### src/hdl/modular_inverse_euclid_defines.svh
// Assertion macros for the modular inverse block.
// Used by the controller and datapath; relies on clk and rst_n in scope.
`ifndef MODULAR_INVERSE_EUCLID_DEFINES_SVH
`define MODULAR_INVERSE_EUCLID_DEFINES_SVH
`ifndef NO_ASSERTIONS
// Same-cycle implication, checked out of reset
`define MIE_ASSERT_IMP(label, ante, cons, msg) \
    label: assert property (@(posedge clk) disable iff (!rst_n) (ante) |-> (cons)) \
        else $error(msg);
// Next-cycle implication, checked out of reset
`define MIE_ASSERT_NXT(label, ante, cons, msg) \
    label: assert property (@(posedge clk) disable iff (!rst_n) (ante) |=> (cons)) \
        else $error(msg);
`else
`define MIE_ASSERT_IMP(label, ante, cons, msg)
`define MIE_ASSERT_NXT(label, ante, cons, msg)
`endif
`endif

### src/hdl/mie_pkg.sv
// Shared types and constants for the modular inverse block.
// No dependencies.
package mie_pkg;

    // default operand and modulus width
    localparam int WIDTH_DEF = 64;

    // modulus value after reset
    localparam int MODULUS_RESET = 2;

    // commands from controller to datapath
    typedef struct packed {
        logic load;      // take operand, start a new transaction
        logic div_init;  // set up the divider for one round
        logic div_step;  // one quotient bit
        logic update;    // close the round: shift remainders and coefficients
        logic finish;    // apply sign correction, register the result
    } cmd_t;

    // status from datapath to controller
    typedef struct packed {
        logic rcur_zero; // current remainder is zero: recurrence ends
    } status_t;

endpackage

### src/hdl/mie_datapath.sv
// Datapath: remainder and coefficient registers, bit-serial divider and
// multiply-accumulate, final sign correction. Depends on mie_pkg.
`include "modular_inverse_euclid_defines.svh"
module mie_datapath #(
    parameter int WIDTH = mie_pkg::WIDTH_DEF
) (
    input  logic             clk,
    input  logic             rst_n,
    input  logic             modulus_wr_en,
    input  logic [WIDTH-1:0] modulus,
    input  logic [WIDTH-1:0] operand,
    input  mie_pkg::cmd_t    cmd,
    output mie_pkg::status_t status,
    output logic [WIDTH-1:0] inverse_value
);

    logic [WIDTH-1:0] modulus_reg;
    logic [WIDTH-1:0] rprev_reg, rprev_next;
    logic [WIDTH-1:0] rcur_reg,  rcur_next;
    logic [WIDTH-1:0] mprev_reg, mprev_next;
    logic [WIDTH-1:0] mcur_reg,  mcur_next;
    logic [WIDTH-1:0] part_reg,  part_next;   // partial remainder
    logic [WIDTH-1:0] dq_reg,    dq_next;     // dividend in, quotient out
    logic [WIDTH-1:0] acc_reg,   acc_next;    // quotient * mcur, mod 2^WIDTH
    logic             odd_reg,   odd_next;    // round count parity
    logic             any_reg,   any_next;    // at least one round run
    logic [WIDTH-1:0] result_reg, result_next;

    logic [WIDTH:0]   trial;
    logic [WIDTH:0]   diff;
    logic             qbit;
    logic             negative;

    // modulus register and round parity flags
    always_ff @(posedge clk or negedge rst_n)
    begin
        if (!rst_n)
        begin
            modulus_reg <= WIDTH'(mie_pkg::MODULUS_RESET);
            odd_reg     <= 1'b0;
            any_reg     <= 1'b0;
        end
        else
        begin
            if (modulus_wr_en)
            begin
                modulus_reg <= modulus;
            end
            odd_reg <= odd_next;
            any_reg <= any_next;
        end
    end

    // payload registers
    always_ff @(posedge clk)
    begin
        rprev_reg  <= rprev_next;
        rcur_reg   <= rcur_next;
        mprev_reg  <= mprev_next;
        mcur_reg   <= mcur_next;
        part_reg   <= part_next;
        dq_reg     <= dq_next;
        acc_reg    <= acc_next;
        result_reg <= result_next;
    end

    // one restoring division step; remainder stays below the divisor
    always_comb
    begin
        trial = {part_reg, dq_reg[WIDTH-1]};
        diff  = trial - {1'b0, rcur_reg};
        qbit  = (trial >= {1'b0, rcur_reg});
    end

    // final coefficient is negative after an even, nonzero round count
    assign negative = (mprev_reg != '0) && any_reg && !odd_reg;

    // next-state logic
    always_comb
    begin
        rprev_next  = rprev_reg;
        rcur_next   = rcur_reg;
        mprev_next  = mprev_reg;
        mcur_next   = mcur_reg;
        part_next   = part_reg;
        dq_next     = dq_reg;
        acc_next    = acc_reg;
        odd_next    = odd_reg;
        any_next    = any_reg;
        result_next = result_reg;

        if (cmd.load)
        begin
            rprev_next = modulus_reg;
            rcur_next  = operand;
            mprev_next = '0;
            mcur_next  = WIDTH'(1);
            odd_next   = 1'b0;
            any_next   = 1'b0;
        end

        if (cmd.div_init)
        begin
            part_next = '0;
            dq_next   = rprev_reg;
            acc_next  = '0;
        end

        // quotient bits arrive MSB first: acc = 2*acc + q*mcur
        if (cmd.div_step)
        begin
            part_next = qbit ? diff[WIDTH-1:0] : trial[WIDTH-1:0];
            dq_next   = {dq_reg[WIDTH-2:0], qbit};
            acc_next  = (acc_reg << 1) + (qbit ? mcur_reg : '0);
        end

        if (cmd.update)
        begin
            rprev_next = rcur_reg;
            rcur_next  = part_reg;
            mprev_next = mcur_reg;
            mcur_next  = mprev_reg + acc_reg;
            odd_next   = !odd_reg;
            any_next   = 1'b1;
        end

        if (cmd.finish)
        begin
            result_next = negative ? (modulus_reg - mprev_reg) : mprev_reg;
        end
    end

    assign status.rcur_zero = (rcur_reg == '0);
    assign inverse_value    = result_reg;

    // checks
    `MIE_ASSERT_IMP(a_div_nonzero, cmd.div_step || cmd.div_init, rcur_reg != '0,
        "divider run with zero divisor")
    `MIE_ASSERT_NXT(a_round_counted, cmd.update, any_reg && (odd_reg != $past(odd_reg)),
        "round parity not advanced")

endmodule

### src/hdl/mie_ctrl.sv
// Controller: sequences rounds of the Euclid recurrence and the divider
// steps inside each round. Depends on mie_pkg.
`include "modular_inverse_euclid_defines.svh"
module mie_ctrl #(
    parameter int WIDTH = mie_pkg::WIDTH_DEF
) (
    input  logic             clk,
    input  logic             rst_n,
    input  logic             start,
    output logic             busy,
    output logic             done,
    output mie_pkg::cmd_t    cmd,
    input  mie_pkg::status_t status
);

    localparam int CNT_W = (WIDTH > 1) ? $clog2(WIDTH) : 1;
    localparam logic [CNT_W-1:0] CNT_LAST = CNT_W'(WIDTH - 1);

    typedef enum logic [2:0] {
        ST_IDLE,
        ST_CHECK,
        ST_DIV,
        ST_UPDATE,
        ST_FINISH
    } state_t;

    state_t           state_reg, state_next;
    logic [CNT_W-1:0] cnt_reg,   cnt_next;
    logic             done_reg,  done_next;

    // state, step counter and strobe
    always_ff @(posedge clk or negedge rst_n)
    begin
        if (!rst_n)
        begin
            state_reg <= ST_IDLE;
            cnt_reg   <= '0;
            done_reg  <= 1'b0;
        end
        else
        begin
            state_reg <= state_next;
            cnt_reg   <= cnt_next;
            done_reg  <= done_next;
        end
    end

    // transitions and commands
    always_comb
    begin
        state_next = state_reg;
        cnt_next   = cnt_reg;
        done_next  = 1'b0;
        cmd        = '0;

        case (state_reg)
            ST_IDLE:
            begin
                if (start)
                begin
                    cmd.load   = 1'b1;
                    state_next = ST_CHECK;
                end
            end
            ST_CHECK:
            begin
                if (status.rcur_zero)
                begin
                    state_next = ST_FINISH;
                end
                else
                begin
                    cmd.div_init = 1'b1;
                    cnt_next     = '0;
                    state_next   = ST_DIV;
                end
            end
            ST_DIV:
            begin
                cmd.div_step = 1'b1;
                cnt_next     = cnt_reg + 1'b1;
                if (cnt_reg == CNT_LAST)
                begin
                    state_next = ST_UPDATE;
                end
            end
            ST_UPDATE:
            begin
                cmd.update = 1'b1;
                state_next = ST_CHECK;
            end
            ST_FINISH:
            begin
                cmd.finish = 1'b1;
                done_next  = 1'b1;
                state_next = ST_IDLE;
            end
            default:
            begin
                state_next = ST_IDLE;
            end
        endcase
    end

    assign busy = (state_reg != ST_IDLE);
    assign done = done_reg;

    // checks
    `MIE_ASSERT_NXT(a_done_pulse, done_reg, !done_reg, "result strobe longer than one cycle")
    `MIE_ASSERT_IMP(a_done_idle, done_reg, !busy, "result strobe while busy")
    `MIE_ASSERT_NXT(a_start_busy, start && !busy, busy, "accepted transaction did not start")

endmodule

### src/hdl/modular_inverse_euclid.sv
// Top level of the modular inverse block: controller plus datapath.
// Depends on mie_pkg, mie_ctrl and mie_datapath.
//
//   channel   handshake            payload
//   config    modulus_wr_en        modulus
//   input     start, busy          operand
//   result    done                 inverse_value
//
// A transaction is taken when start is high and busy is low.
// Each Euclid round is a check step, the divider steps at one quotient bit
// per cycle, and an update step; busy stays high through the rounds, a final
// check and the finish step, and done strobes in the first cycle with busy
// low. An operand of zero goes from the check step straight to finish.
// done strobes for one cycle with inverse_value and cannot be held off; the
// result holds until the next transaction completes. Reset sets the modulus
// to 2 and idles.
module modular_inverse_euclid #(
    parameter int WIDTH = mie_pkg::WIDTH_DEF
) (
    input  logic             clk,
    input  logic             rst_n,
    input  logic             modulus_wr_en,
    input  logic [WIDTH-1:0] modulus,
    input  logic             start,
    output logic             busy,
    input  logic [WIDTH-1:0] operand,
    output logic             done,
    output logic [WIDTH-1:0] inverse_value
);

    mie_pkg::cmd_t    cmd;
    mie_pkg::status_t status;

    // sequencer
    mie_ctrl #(
        .WIDTH (WIDTH)
    ) u_ctrl (
        .clk    (clk),
        .rst_n  (rst_n),
        .start  (start),
        .busy   (busy),
        .done   (done),
        .cmd    (cmd),
        .status (status)
    );

    // arithmetic
    mie_datapath #(
        .WIDTH (WIDTH)
    ) u_datapath (
        .clk           (clk),
        .rst_n         (rst_n),
        .modulus_wr_en (modulus_wr_en),
        .modulus       (modulus),
        .operand       (operand),
        .cmd           (cmd),
        .status        (status),
        .inverse_value (inverse_value)
    );

endmodule
### config.mk
export PLATFORM = sky130hd
export DESIGN_NAME = modular_inverse_euclid
export DESIGN_NICKNAME = d
export VERILOG_FILES = /design/src/hdl/mie_pkg.sv /design/src/hdl/mie_datapath.sv /design/src/hdl/mie_ctrl.sv /design/src/hdl/modular_inverse_euclid.sv
export VERILOG_INCLUDE_DIRS = /design/src /design/src/hdl
export SDC_FILE = /design/constraint.sdc
export NUM_CORES = 2
export LEC_CHECK = 0
export BUFFER_PORTS_ARGS = -buffer_cell sky130_fd_sc_hd__buf_2
export CAP_MARGIN = 20
export CORE_MARGIN = 5
export CORE_UTILIZATION = 35
export CTS_CLUSTER_DIAMETER = 150
export DETAILED_ROUTE_END_ITERATION = 12
export GPL_ROUTABILITY_DRIVEN = 0
export PLACE_DENSITY_LB_ADDON = 0.08
export SYNTH_ARGS = -nofsm -noshare
export SYNTH_HDL_FRONTEND = slang
export SYNTH_SLANG_ARGS = --single-unit
### constraint.sdc
create_clock -name clk -period 13.4 [get_ports clk]
set_clock_uncertainty 0.2 [all_clocks]
set_input_delay 0.67 -clock clk [delete_from_list [all_inputs] [get_ports clk]]
set_output_delay 0.67 -clock clk [all_outputs]
set_load 0.03 [all_outputs]
Word-level counts from Yosys, hierarchy flattened

Cells that the tools add are included.
Widths: inputs -> output; s select.

Input bits: 132
Flip-flop bits (word level): 588
Output and inout port bits: 66
Word-level logic and storage cells: 72

Add/sub/neg operators: 5
Reductions and logical operators: 12
$lt $le $gt $ge: 1
Eq/ne operators: 8
Muxes and demuxes: 32

Operators by type and width:

| cell                | count |
|---|---|
| $mux 64             | 16 |
| $add 64x64->64      | 2 |
| $sub 64x64->64      | 2 |
| $ge 65x64->1        | 1 |
| $logic_not 64->1    | 1 |
| $reduce_bool 64->1  | 1 |
| $pmux 3 s4          | 1 |
| $pmux 6 s2          | 1 |
| $mux 1              | 10 |
| $mux 3              | 3 |
| $add 6x1->6 const B | 1 |
| $eq 3x2->1 const B  | 2 |
| $eq 6x6->1 const B  | 1 |
| $mux 6              | 1 |
| $reduce_bool 2->1   | 3 |
| $ne 2x2->1 const B  | 2 |
| $reduce_and 2->1    | 2 |
| $eq 3x1->1 const B  | 1 |
| $eq 3x3->1 const B  | 1 |
| $logic_not 3->1     | 1 |
| $reduce_bool 3->1   | 1 |
| $logic_and 1x1->1   | 2 |
| $ne 2x1->1 const B  | 1 |
| $logic_not 1->1     | 1 |

Depth between registers and ports, before layout

Depth in word-level cells: 5
Mapped depth: 26

By module

Synthesis repeated with hierarchy kept, for this count alone.

Cells, all modules: 3856
Area, all modules: 39083.7 µm²

Modules (own cells, without submodules):

| module       | area an instance (µm²) | cells an instance | seq. area each (µm²) | times used |
|---|---|---|---|---|
| mie_datapath | 38563.2                | 3807              | 17027.6              | 1 |
| mie_ctrl     | 520.5                  | 49                | 250.2                | 1 |

Least setup slack after synthesis

Ideal clock, no wire load.

Kind: register to register
Start: register u_ctrl.state_reg[0]
End: register u_datapath.odd_reg
Clock period less this slack: 14.383 ns
Slack: -0.983 ns
Cell stages (with the launch flop): 6
Required time: 12.578 ns
Arrival time: 13.561 ns
Path through: dfrtp_1 -> clkbuf_1 -> nor2_1 -> nand2_1 -> a21oi_1 -> a21oi_1

Cells in the longest elaborated chain, start to end: 3

RTL lines:

| what                                                 | RTL line           | RTL |
|---|---|---|
| start: declaration                                   | mie_ctrl.sv:27     | `state_t state_reg, state_next;` |
| start signal: assignment                             | mie_ctrl.sv:42     | `state_reg <= state_next;` |
| $eq 3x2->1 / $logic_not 3->1 (equally long branches) | mie_ctrl.sv:56     | `case (state_reg)` |
| $mux 1                                               | mie_ctrl.sv:56     |  |
| $mux 1 / $reduce_bool 2->1 (equally long branches)   | --                 |  |
| end signal: assignment                               | mie_datapath.sv:49 | `odd_reg <= odd_next;` |
| end: declaration                                     | mie_datapath.sv:25 | `logic odd_reg, odd_next;` |

Parallel ways exist; a longest one is shown, timed or not.
A chain may end at the register's enable or synchronous reset.

Worst setup path after layout

Start: register u_datapath.rcur_reg[6]
End: register u_datapath.acc_reg[57] (data pin)

Cells in the longest elaborated chain, start to end: 4

RTL lines:

| what                     | RTL line            | RTL |
|---|---|---|
| start: declaration       | mie_datapath.sv:19  | `logic [WIDTH-1:0] rcur_reg, rcur_next;` |
| start signal: assignment | mie_datapath.sv:58  | `rcur_reg <= rcur_next;` |
| $ge 65x64->1             | mie_datapath.sv:72  | `qbit = (trial >= {1'b0, rcur_reg});` |
| $mux 64                  | mie_datapath.sv:114 | `acc_next = (acc_reg << 1) + (qbit ? mcur_reg : '0);` |
| $add 64x64->64           | mie_datapath.sv:114 |  |
| $mux 64                  | mie_datapath.sv:110 | `if (cmd.div_step)` |
| end signal: assignment   | mie_datapath.sv:63  | `acc_reg <= acc_next;` |
| end: declaration         | mie_datapath.sv:24  | `logic [WIDTH-1:0] acc_reg, acc_next;` |

Every way passes these cells.

==> metrics.cfg <==
[grt]
overflow = 0
grt_pass1_wl_mm = 195
antenna_found_initial = 10
grt_usage = 0.216
grt_max_degree = 190
grt_pass1_vias = 30900

[synthesis]
syn_nets = 4602
syn_inst = 4213
yosys.area.top_type = edfxtp_1
synthDistinctLibCells = 94
synthTopCellsByCount = nand2_1 (751), edfxtp_1 (512), a21oi_1 (321)
async_reset_ff_frac = 0.129
synthMostInstantiatedCell = nand2_1
synth_area_um2 = 38900
synth_seq_cells = 588
ys.warnings.count = 0
synth_seq_area_share = 0.444
ys_top_cells_by_area = edfxtp_1 (40%), ha_1 (8.1%), nand2_1 (7.3%), dfrtp_1 (4.8%), a21oi_1 (4.1%)
syn_area_per_cell_um2 = 9.23
synth_ff_type = edfxtp_1
synth_edf_count = 512
synth_top_area_share = 0.396

[timing]
slew_headroom = 0.236
rsz0062_at_grt = no
min_period_ns = 7.54
min_period_over_period = 0.563
finalSetupViolCount = 0
finalHoldViolations = 0
drv_slew = 0
worst_pin_slew_ns = 1.14
tns_ns = 0
fmax_mhz = 133

[clocking]
root_buffer = clkbuf_16
cts_tree = built
clk_latency_ns = 0.65
cts.clk_slew.worst_paths_ns = 0.06
cts_buffers = 75
cts_max_level = 3
clockBufferDepth = 3
postCtsSetupBuffers = 0
cts.sink_count = 588

[worst_setup_path]
cp.required_ns = 13.59
path_cells = inv_1 -> ha_1 -> a21o_1 -> or4_1 -> nand3_1 -> a21oi_1 -> o22ai_1 -> o32a_1 -> a21boi_4 -> buf_4 -> and2_1 -> ha_1 -> fa_1 -> a21o_1 -> a221oi_2 -> o21ai_2 -> a31oi_2 -> o31ai_4 -> a31o_4 -> a2111oi_1 -> or3_4 -> o31ai_4 -> a21oi_2 -> mux2_4
start_kind = register
endpoint_kind = register
cp_slowest_cell = or4_1
crit_arrival_ns = 7.73
cp_max_fo = 63
slowest_delay_ns = 0.53
critPathKind = reg2reg

[power_and_ir_drop]
powerDensity_nw_per_um2 = 97.7
finalPower_uw = 4260
p_leak_uw = 0.0194
irDropWorstVdd_uv = 71.1

[route]
drt_iter0_drc = 2445
first_pass_iters = 5
post-route-drc-count = 0
antenna_left = 0
vias_per_cell = 5.38
routed_wl_mm = 131
vias = 31400
wl_per_cell_um = 22.5

[floorplan]
initial_core_util = 0.352
die-height_um = 343
die-width_um = 343
coreArea_um2 = 111000
rows = 122
ioPinCount = 198
fp.dieArea_um2 = 118000

[finish]
post_route_cells_drive_above_1_share = 0.103
nets = 4673
area_growth_pct = 12.2

[place]
hpwl_mm = 98.2
portBuffers = 197

[outcome]
status = finished, final reports clean

[hold_path]
worstHoldPathType = in2reg

[run]
drv_cap = 0

-- cell usage in the layout, fill, tap and decap left out, types with 25 or more instances in the layout --
master / instances
ha_1: 253
nand4_1: 83
inv_1: 203
mux2_2: 64
buf_2: 195
and3_1: 94
a21o_1: 166
edfxtp_1: 512
nand2_1: 750
nand2b_1: 28
xor2_1: 80
nor4_1: 44
o21a_1: 34
xnor2_1: 132
and2_1: 76
clkbuf_16: 78
a31oi_1: 37
nor2b_1: 25
a211oi_1: 38
o21bai_1: 55
nand3_1: 70
dfrtp_1: 74
a21oi_1: 319
nor2_1: 271
nor3_1: 46
o21ai_0: 285
-- where the power goes --
group	internal [uW]	total, uW	switching (uW)
registers	1990	2020	30.1
clock network	1210	2050	845
logic	72.8	185	113
total	3280	4260	988
-- per-layer routing --
layer  track usage  vias to the layer above  part of all wire
met5             0                        -          0.000099
met4        0.0656                        2             0.032
met3        0.0376                      169             0.051
met2         0.339                      761              0.44
met1         0.307                    15100              0.47
li1              -                    15300                 -
-- area by class of cell --
cell class	instances	area (um^2)
Clock inverter	38	387
Clock buffer	99	2070
Timing Repair Buffer	224	1250
Fill cell	11300	66900
Inverter	203	762
Antenna cell	2	5.00
Sequential cell	588	17300
Multi-Input combinational cell	3192	20000
Tap cell	1488	1860
-- critical path: cells and delay by family (launching register included) --
family	cells	cell delay, ns
mux	1	0.30
fa+ha+maj	3	0.95
simple gates	4	1.17
flops	1	0.48
compound gates	14	3.64
buf+inv	2	0.44
-- path summary, 6_finish.rpt --
check	endpoint	startpoint	depth (start not counted)	slack, ns
worst max-delay path	u_datapath.acc_reg[57]	u_datapath.rcur_reg[6]	24	5.86
worst min-delay path	u_datapath.modulus_reg[48]	modulus[48]	2	0.05
worst max register to register	u_datapath.acc_reg[57]	u_datapath.rcur_reg[6]	24	5.86
worst min register to register	u_datapath.odd_reg	u_datapath.odd_reg	1	0.28
max in group asynchronous	u_datapath.modulus_reg[6]	rst_n	3	11.63
min in group asynchronous	u_datapath.modulus_reg[57]	rst_n	2	0.26
-- stage by stage --
stage | worst slack, ns | hold WS, ns | area [um^2] | cells | util
2_1_floorplan | 1.73 | 0.174 | 38900 | 4213 | -
3_3_place_gp | 6.05 | 0.278 | 41100 | 5692 | 0.372
3_5_place_dp | 5.96 | 0.283 | 41100 | 5692 | 0.372
4_1_cts | 5.93 | 0.00739 | 43600 | 5830 | 0.394
5_1_grt | 5.35 | 0.0148 | 43600 | 5832 | 0.395
6_report | 5.86 | 0.0543 | 43600 | 5834 | 0.395
-- cells by family after synthesis --
group | synth area share
AOI/OAI and AO/OA | 0.177
xor gates and xnor gates | 0.0478
and+or+nand+nor | 0.182
adders and majority gates | 0.0835
buffers and inverters | 0.0425
DFF | 0.444
muxes | 0.0223
-- repair_timing --
item,CTS,global route
endpoints found under the setup margin,0,0
hold endpoints to repair,24,0
hold buffers,1,0
resized for setup,0,0
(Power assumes the default switching activity.)
